--- src/ber_tlv_stream_parser_assert.svh ---
// Assertion macros shared by the BER-TLV stream parser RTL.
`ifndef BER_TLV_STREAM_PARSER_ASSERT_SVH
`define BER_TLV_STREAM_PARSER_ASSERT_SVH

// Same-cycle implication, checked outside reset
`define BTLV_ASSERT_NOW(label, clk, rst, ante, cons) \
  label: assert property (@(posedge clk) disable iff (rst) (ante) |-> (cons)) \
    else $error("assertion failed");

// Next-cycle implication, checked outside reset
`define BTLV_ASSERT_NEXT(label, clk, rst, ante, cons) \
  label: assert property (@(posedge clk) disable iff (rst) (ante) |=> (cons)) \
    else $error("assertion failed");

`endif

--- src/btlv_pkg.sv ---
// Shared types and constants for the BER-TLV stream parser.
`default_nettype none

package btlv_pkg;

  // Byte labels
  localparam logic [2:0] KIND_PAD = 3'd0;
  localparam logic [2:0] KIND_TAG = 3'd1;
  localparam logic [2:0] KIND_LEN = 3'd2;
  localparam logic [2:0] KIND_VAL = 3'd3;
  localparam logic [2:0] KIND_IGN = 3'd4;

  // End status codes
  localparam logic [1:0] STATUS_CLEAN     = 2'd0;
  localparam logic [1:0] STATUS_HDR_SHORT = 2'd1;
  localparam logic [1:0] STATUS_VAL_SHORT = 2'd2;
  localparam logic [1:0] STATUS_BAD_LEN   = 2'd3;

  // Special byte values
  localparam logic [7:0] PAD_BYTE  = 8'h00;
  localparam logic [7:0] LEN_LONG  = 8'h80;
  localparam logic [7:0] LEN_FORM1 = 8'h81;
  localparam logic [7:0] LEN_FORM2 = 8'h82;

  typedef enum logic [6:0] {
    PH_IDLE   = 7'b0000001,
    PH_LEN    = 7'b0000010,
    PH_LEN81  = 7'b0000100,
    PH_LEN82H = 7'b0001000,
    PH_LEN82L = 7'b0010000,
    PH_VALUE  = 7'b0100000,
    PH_STOP   = 7'b1000000
  } phase_t;

  typedef struct packed {
    phase_t      phase;
    logic [7:0]  current_tag;
    logic [15:0] value_length;
    logic [15:0] value_count;
    logic [1:0]  stop_reason;
  } state_t;

  typedef struct packed {
    logic [2:0]  byte_kind;
    logic [7:0]  object_tag;
    logic [7:0]  echoed_byte;
    logic [15:0] value_index;
    logic [15:0] declared_length;
    logic        object_done;
    logic        message_end;
    logic [1:0]  end_status;
  } result_t;

  localparam state_t STATE_RESET = '{
    phase:        PH_IDLE,
    current_tag:  8'h00,
    value_length: 16'h0000,
    value_count:  16'h0000,
    stop_reason:  STATUS_CLEAN
  };

endpackage

`default_nettype wire

--- src/btlv_step.sv ---
// Per-byte parse step: next parser state and the labelled result word.
`default_nettype none

module btlv_step (
  input  wire btlv_pkg::state_t  state,
  input  wire logic [7:0]        body_byte,
  input  wire logic              is_last,
  output btlv_pkg::state_t       state_next,
  output btlv_pkg::result_t      result
);

  always_comb begin
    logic [15:0] len;
    logic [15:0] count_inc;
    btlv_pkg::state_t st;
    btlv_pkg::result_t res;

    st = state;
    len = 16'h0000;
    count_inc = state.value_count + 16'd1;
    res.byte_kind       = btlv_pkg::KIND_IGN;
    res.object_tag      = 8'h00;
    res.echoed_byte     = body_byte;
    res.value_index     = 16'h0000;
    res.declared_length = 16'h0000;
    res.object_done     = 1'b0;
    res.message_end     = is_last;
    res.end_status      = btlv_pkg::STATUS_CLEAN;

    // Phase dispatch
    case (state.phase)
      btlv_pkg::PH_IDLE: begin
        if (body_byte == btlv_pkg::PAD_BYTE) begin
          res.byte_kind = btlv_pkg::KIND_PAD;
        end else begin
          res.byte_kind  = btlv_pkg::KIND_TAG;
          res.object_tag = body_byte;
          st.current_tag = body_byte;
          st.phase       = btlv_pkg::PH_LEN;
        end
      end
      btlv_pkg::PH_LEN: begin
        res.byte_kind  = btlv_pkg::KIND_LEN;
        res.object_tag = state.current_tag;
        if (body_byte < btlv_pkg::LEN_LONG) begin
          len = {8'h00, body_byte};
          st.value_length = len;
          st.value_count  = 16'h0000;
          res.declared_length = len;
          if (len == 16'h0000) begin
            res.object_done = 1'b1;
            st.phase = btlv_pkg::PH_IDLE;
          end else begin
            st.phase = btlv_pkg::PH_VALUE;
          end
        end else if (body_byte == btlv_pkg::LEN_FORM1) begin
          st.phase = btlv_pkg::PH_LEN81;
        end else if (body_byte == btlv_pkg::LEN_FORM2) begin
          st.phase = btlv_pkg::PH_LEN82H;
        end else begin
          st.stop_reason = btlv_pkg::STATUS_BAD_LEN;
          st.phase       = btlv_pkg::PH_STOP;
        end
      end
      btlv_pkg::PH_LEN81, btlv_pkg::PH_LEN82L: begin
        res.byte_kind  = btlv_pkg::KIND_LEN;
        res.object_tag = state.current_tag;
        // long forms: one byte, or high byte already held
        len = (state.phase == btlv_pkg::PH_LEN81) ? {8'h00, body_byte}
                                                  : {state.value_length[15:8], body_byte};
        st.value_length = len;
        st.value_count  = 16'h0000;
        res.declared_length = len;
        if (len == 16'h0000) begin
          res.object_done = 1'b1;
          st.phase = btlv_pkg::PH_IDLE;
        end else begin
          st.phase = btlv_pkg::PH_VALUE;
        end
      end
      btlv_pkg::PH_LEN82H: begin
        res.byte_kind   = btlv_pkg::KIND_LEN;
        res.object_tag  = state.current_tag;
        st.value_length = {body_byte, 8'h00};
        st.phase        = btlv_pkg::PH_LEN82L;
      end
      btlv_pkg::PH_VALUE: begin
        res.byte_kind       = btlv_pkg::KIND_VAL;
        res.object_tag      = state.current_tag;
        res.declared_length = state.value_length;
        res.value_index     = state.value_count;
        st.value_count      = count_inc;
        if (count_inc >= state.value_length) begin
          res.object_done = 1'b1;
          st.phase = btlv_pkg::PH_IDLE;
        end
      end
      default: begin
        res.byte_kind = btlv_pkg::KIND_IGN;
        st.phase      = btlv_pkg::PH_STOP;
      end
    endcase

    // Message end: report status, then back to reset state
    if (is_last) begin
      if (st.phase == btlv_pkg::PH_STOP) begin
        res.end_status = btlv_pkg::STATUS_BAD_LEN;
      end else if (st.phase == btlv_pkg::PH_VALUE) begin
        res.end_status = btlv_pkg::STATUS_VAL_SHORT;
      end else if (st.phase != btlv_pkg::PH_IDLE) begin
        res.end_status = btlv_pkg::STATUS_HDR_SHORT;
      end else begin
        res.end_status = btlv_pkg::STATUS_CLEAN;
      end
      st = btlv_pkg::STATE_RESET;
    end

    state_next = st;
    result     = res;
  end

endmodule

`default_nettype wire

--- src/ber_tlv_stream_parser.sv ---
// An input word passes the input register, then the result register, to the outputs.
// Throughput: one word per cycle; the input register feeds the parse step and the
// parser state and result register update together, so only out_stall makes bytes wait.
// Stall propagates from the output only when both register stages are full.
// Reset (rst, synchronous, active high) empties both stages and returns the parser
// to expecting a tag or padding.
`default_nettype none

`include "ber_tlv_stream_parser_assert.svh"

module ber_tlv_stream_parser (
  input  wire logic        clk,
  input  wire logic        rst,
  // input channel
  input  wire logic        in_valid,
  output logic             in_stall,
  input  wire logic [7:0]  body_byte,
  input  wire logic        is_last,
  // output channel
  output logic             out_valid,
  input  wire logic        out_stall,
  output logic [2:0]       byte_kind,
  output logic [7:0]       object_tag,
  output logic [7:0]       echoed_byte,
  output logic [15:0]      value_index,
  output logic [15:0]      declared_length,
  output logic             object_done,
  output logic             message_end,
  output logic [1:0]       end_status
);

  logic              in_reg_valid;
  logic [7:0]        in_reg_byte;
  logic              in_reg_last;
  logic              res_valid;
  btlv_pkg::result_t res;
  btlv_pkg::state_t  state;
  btlv_pkg::state_t  state_next;
  btlv_pkg::result_t res_next;
  logic              res_adv;
  logic              parse_fire;

  // Pipeline advance
  assign res_adv    = !res_valid || !out_stall;
  assign parse_fire = in_reg_valid && res_adv;
  assign in_stall   = in_reg_valid && !res_adv;

  // Input register
  always_ff @(posedge clk) begin
    if (rst) begin
      in_reg_valid <= 1'b0;
    end else if (!in_stall) begin
      in_reg_valid <= in_valid;
    end
    if (!in_stall && in_valid) begin
      in_reg_byte <= body_byte;
      in_reg_last <= is_last;
    end
  end

  btlv_step u_step (
    .state      (state),
    .body_byte  (in_reg_byte),
    .is_last    (in_reg_last),
    .state_next (state_next),
    .result     (res_next)
  );

  // Parser state and result register
  always_ff @(posedge clk) begin
    if (rst) begin
      state     <= btlv_pkg::STATE_RESET;
      res_valid <= 1'b0;
    end else begin
      if (parse_fire) begin
        state <= state_next;
      end
      if (res_adv) begin
        res_valid <= in_reg_valid;
      end
    end
    if (parse_fire) begin
      res <= res_next;
    end
  end

  assign out_valid       = res_valid;
  assign byte_kind       = res.byte_kind;
  assign object_tag      = res.object_tag;
  assign echoed_byte     = res.echoed_byte;
  assign value_index     = res.value_index;
  assign declared_length = res.declared_length;
  assign object_done     = res.object_done;
  assign message_end     = res.message_end;
  assign end_status      = res.end_status;

  // Checks
  `BTLV_ASSERT_NOW(a_stall_only_when_full, clk, rst,
    in_stall, res_valid && out_stall && in_reg_valid)
  `BTLV_ASSERT_NOW(a_status_only_at_end, clk, rst,
    res_valid && (res.end_status != btlv_pkg::STATUS_CLEAN), res.message_end)
  `BTLV_ASSERT_NOW(a_stop_has_reason, clk, rst,
    state.phase == btlv_pkg::PH_STOP, state.stop_reason == btlv_pkg::STATUS_BAD_LEN)
  `BTLV_ASSERT_NEXT(a_reset_after_last, clk, rst,
    parse_fire && in_reg_last, state == btlv_pkg::STATE_RESET)

endmodule

`default_nettype wire

--- config.mk ---
export PLATFORM = sky130hd
export DESIGN_NAME = ber_tlv_stream_parser
export DESIGN_NICKNAME = d
export VERILOG_FILES = /design/src/btlv_pkg.sv /design/src/btlv_step.sv /design/src/ber_tlv_stream_parser.sv
export VERILOG_INCLUDE_DIRS = /design/src /design/src/src
export SDC_FILE = /design/constraint.sdc
export NUM_CORES = 1
export LEC_CHECK = 0
export BUFFER_PORTS_ARGS = -buffer_cell sky130_fd_sc_hd__buf_2
export CAP_MARGIN = 5
export CORE_AREA = 2 2 101 103
export CTS_BUF_LIST = sky130_fd_sc_hd__clkbuf_8
export CTS_CLUSTER_SIZE = 24
export DETAILED_ROUTE_END_ITERATION = 16
export DIE_AREA = 0 0 103 105
export PLACE_DENSITY = 0.78
export RECOVER_POWER = 50
export SLEW_MARGIN = 20
export SYNTH_ARGS = -nofsm -noshare
export SYNTH_HDL_FRONTEND = slang
export SYNTH_SLANG_ARGS = --single-unit
--- constraint.sdc ---
create_clock -name clk -period 3.05 [get_ports clk]
set_clock_uncertainty 0.15 [all_clocks]
set_input_delay 0.305 -clock clk [delete_from_list [all_inputs] [get_ports clk]]
set_output_delay 0.305 -clock clk [all_outputs]
set_load 0.005 [all_outputs]
==> flow_summary.yaml <==
status:
  status: "complete, but fails checks"
  violations: "max-capacitance violations, max-slew violations, negative setup slack"
timing:
  slew_headroom_pct: -27.2
  rsz0062_at_grt: "true"
  hold_slack_ns: 0.322
  hold_violations: 0
  finalCritPeriodShare_pct: 102
  tns_ns: -0.0540
  fmax_mhz: 322
  fin_ws_ns: -0.0540
  setup_violations: 1
  final_max_slew_viol_count: 64
  finalCriticalPeriod_ns: 3.10
  worstMarginPinSlew_ns: 1.91
clocking:
  clock-sinks: 113
  insertion_delay_ns: 0.44
  cts_tree: "built"
  cts_buffers: 17
  clk_pin_slew_ns: 0.08
  root_buffer: "clkbuf_8"
  clockBufferDepth: 2
  cts-htree-levels: 4
drt:
  route.detailed.drc: 0
  wl_um: 12200
  dr.pass1.iters: 5
  avgRoutedWirePerCell_um: 16.6
  vias: 4154
  ant_nets: 0
  vias_per_cell: 5.64
  drt-initial-drc-count: 338
min_path:
  hp-class: "flip-flop to flip-flop"
  hold-path-cell-count: 1
critical_path:
  cp.depth: 13
  cp_num_buf_inv: 2
  cp_max_fo: 3
  crit_required_ns: 3.08
  crit_type: "flip-flop to flip-flop"
  worstSetupEndpointType: "flip-flop"
  arrival_ns: 3.14
  start_kind: "flip-flop"
  critPathSlowestCell: "a222oi_1"
  cpLargestDelayFamily: "simple AND/OR/NAND/NOR gates"
  crit_chain: "and4_1 > buf_4 > and4_1 > nand3_1 > buf_4 > xnor2_1 > ha_1 > and4_1 > nand2_4 > nor4_4 > nor4_4 > a222oi_1 > a21boi_1"
  cpMostUsedCell: "and4_1"
  slowest_delay_ns: 0.38
  worst_r2r_path_depth: 13
power_and_ir_drop:
  ir_drop_mv: 0.285
  power_density_nw_per_um2: 515
  leakagePower_nw: 2.43
  finalPower_mw: 3.31
placed_design:
  numPortBuffers: 69
  hpwlAfterDp_um: 8340
  gp_congestion: 0.890
  dp_slack_ns: -0.151
floorplan:
  die_area_um2: 10800
  core_area_um2: 9640
  die_x_um: 103
  io_pins: 70
  die_h_um: 105
  row_count: 36
  initial_core_util_pct: 53.7
yosys:
  ys_types: 53
  syn_area_per_cell_um2: 10.8
  ys_ff_latch: 113
  synth-edff-count: 64
  ys_async_sr_fraction_pct: 0
  syn_nets: 507
  synth_area_um2: 5170
  synthCells: 477
  yosysWarnings: 0
  ys_seq_area_share_pct: 56.1
  ys.flop_type: "edfxtp_1"
grt:
  met3_usage_pct: 6.09
  antenna_found_initial: 0
  grt_usage_pct: 24.0
  busiest_layer: "met2"
  grt_max_degree: 36
  met2_usage_pct: 38.9
  grt_pass1_wl_um: 19900
  gr-total-overflow: 0
  globalRouteMet1Util_pct: 30.1
  grt_pass1_vias: 4139
final_layout:
  final_core_util_pct: 66.7
  drive_gt1_share_pct: 22.9
  nets: 620
  diodes: 0
  syn_to_final_growth_pct: 24.3
flow_run:
  max_cap_violations: 2
[layout make-up]
type | instances | area [um^2]
tap | 133 | 166
fill | 758 | 3210
multi-input combinational | 313 | 2150
clock buffer | 17 | 234
sequential | 113 | 2910
inverter | 28 | 105
timing repair buffer | 117 | 693
clock inverter | 15 | 173
[worst paths after layout]
check / startpoint / to / slack, ns
worst min-delay path: state[20] / state[20] / 0.32
worst max-delay path: state[2] / end_status[1] / -0.05
worst max register to register: state[2] / end_status[1] / -0.05
worst min register to register: state[20] / state[20] / 0.32
[where the power goes]
part	total [mW]	switching [mW]	internal, mW
clock	1.44	0.689	0.748
sequential	1.69	0.0296	1.66
combinational	0.180	0.108	0.0718
total	3.31	0.827	2.48
[cells by family after synthesis]
group	count (synthesis)	synth area share, %
compound gates	92	13.2
xor+xnor	17	2.88
fa+ha+maj	17	4.11
buf+inv	51	4.04
flops	113	56.1
mux	9	1.94
simple gates	178	17.7
[routing by layer]
layer  wire length [um]  vias to the layer above
met3                714                       22
met2               6160                      147
met4                190                        0
met5                  0                        -
li1                   -                     1959
met1               5170                     2026
[placed cells by master, fill, tap and decap left out, types with 4 or more instances in the layout]
master / synthesis / final
xor2_1: 8 / 8
nand2b_1: 11 / 11
a21oi_1: 14 / 13
edfxtp_1: 64 / 64
nor2_1: 42 / 39
o2bb2ai_1: 9 / 9
nand4_1: 4 / 4
mux2_2: 8 / 8
dlygate4sd3_1: 0 / 11
and2_1: 16 / 16
xnor2_1: 9 / 9
buf_2: 2 / 35
a311oi_2: 6 / 6
o21ai_0: 23 / 21
nand2_1: 44 / 43
nand3_1: 16 / 14
a21o_1: 4 / 4
nor4_1: 12 / 10
ha_1: 17 / 16
a22o_1: 10 / 10
clkbuf_8: 0 / 17
nor3_1: 10 / 9
dfxtp_1: 49 / 47
inv_6: 0 / 6
buf_4: 0 / 33
clkbuf_1: 18 / 33
and4_1: 5 / 4
inv_1: 28 / 28
[cell usage after synthesis (all sizes together), types with 3 or more instances]
cell type  instances  share of area (%)
nand2             44                3.2
a22o              10                1.7
o21a               3               0.44
a22oi              3               0.44
and4               5               0.85
a311oi             9                2.2
nor2              42                3.0
xnor2              9                1.5
clkbuf            18                1.3
o21ai             25                2.4
nor3              12                1.5
nand2b            11                1.3
a21oi             14                1.4
o2bb2ai            9                1.5
nor4              12                1.5
xor2               8                1.4
dfxtp             49                 19
edfxtp            64                 37
nand3             16                1.5
mux2               8                1.7
o211a              3               0.58
ha                17                4.1
nand4              4               0.48
inv               28                2.0
and2              16                1.9
a21o               4               0.58
and3               4               0.48
buf                5               0.70
[stage by stage]
step           cell area, um^2  cells
2_1_floorplan             5220    477
3_3_place_gp              5900    692
3_5_place_dp              5900    692
4_1_cts                   6430    735
5_1_grt                   6430    736
6_report                  6430    736
[sequential cells by signal (all words and copies together) (netlist names), 2 cells and up]
register and flops:
byte_kind 3, declared_length 16, echoed_byte 8, end_status 2
in_reg_byte 8, object_tag 8, state 47, value_index 16
[timing repair]
item / 4_1_cts / 5_1_grt
gates resized for setup: 6 / 10
setup endpoints to repair: 4 / 4
hold buffers: 11 / 0
pin swaps: 11 / 10
hold endpoints to repair: 11 / 0
setup buffers: 1 / 1
No activity file was read; power rests on OpenSTA's default activity.
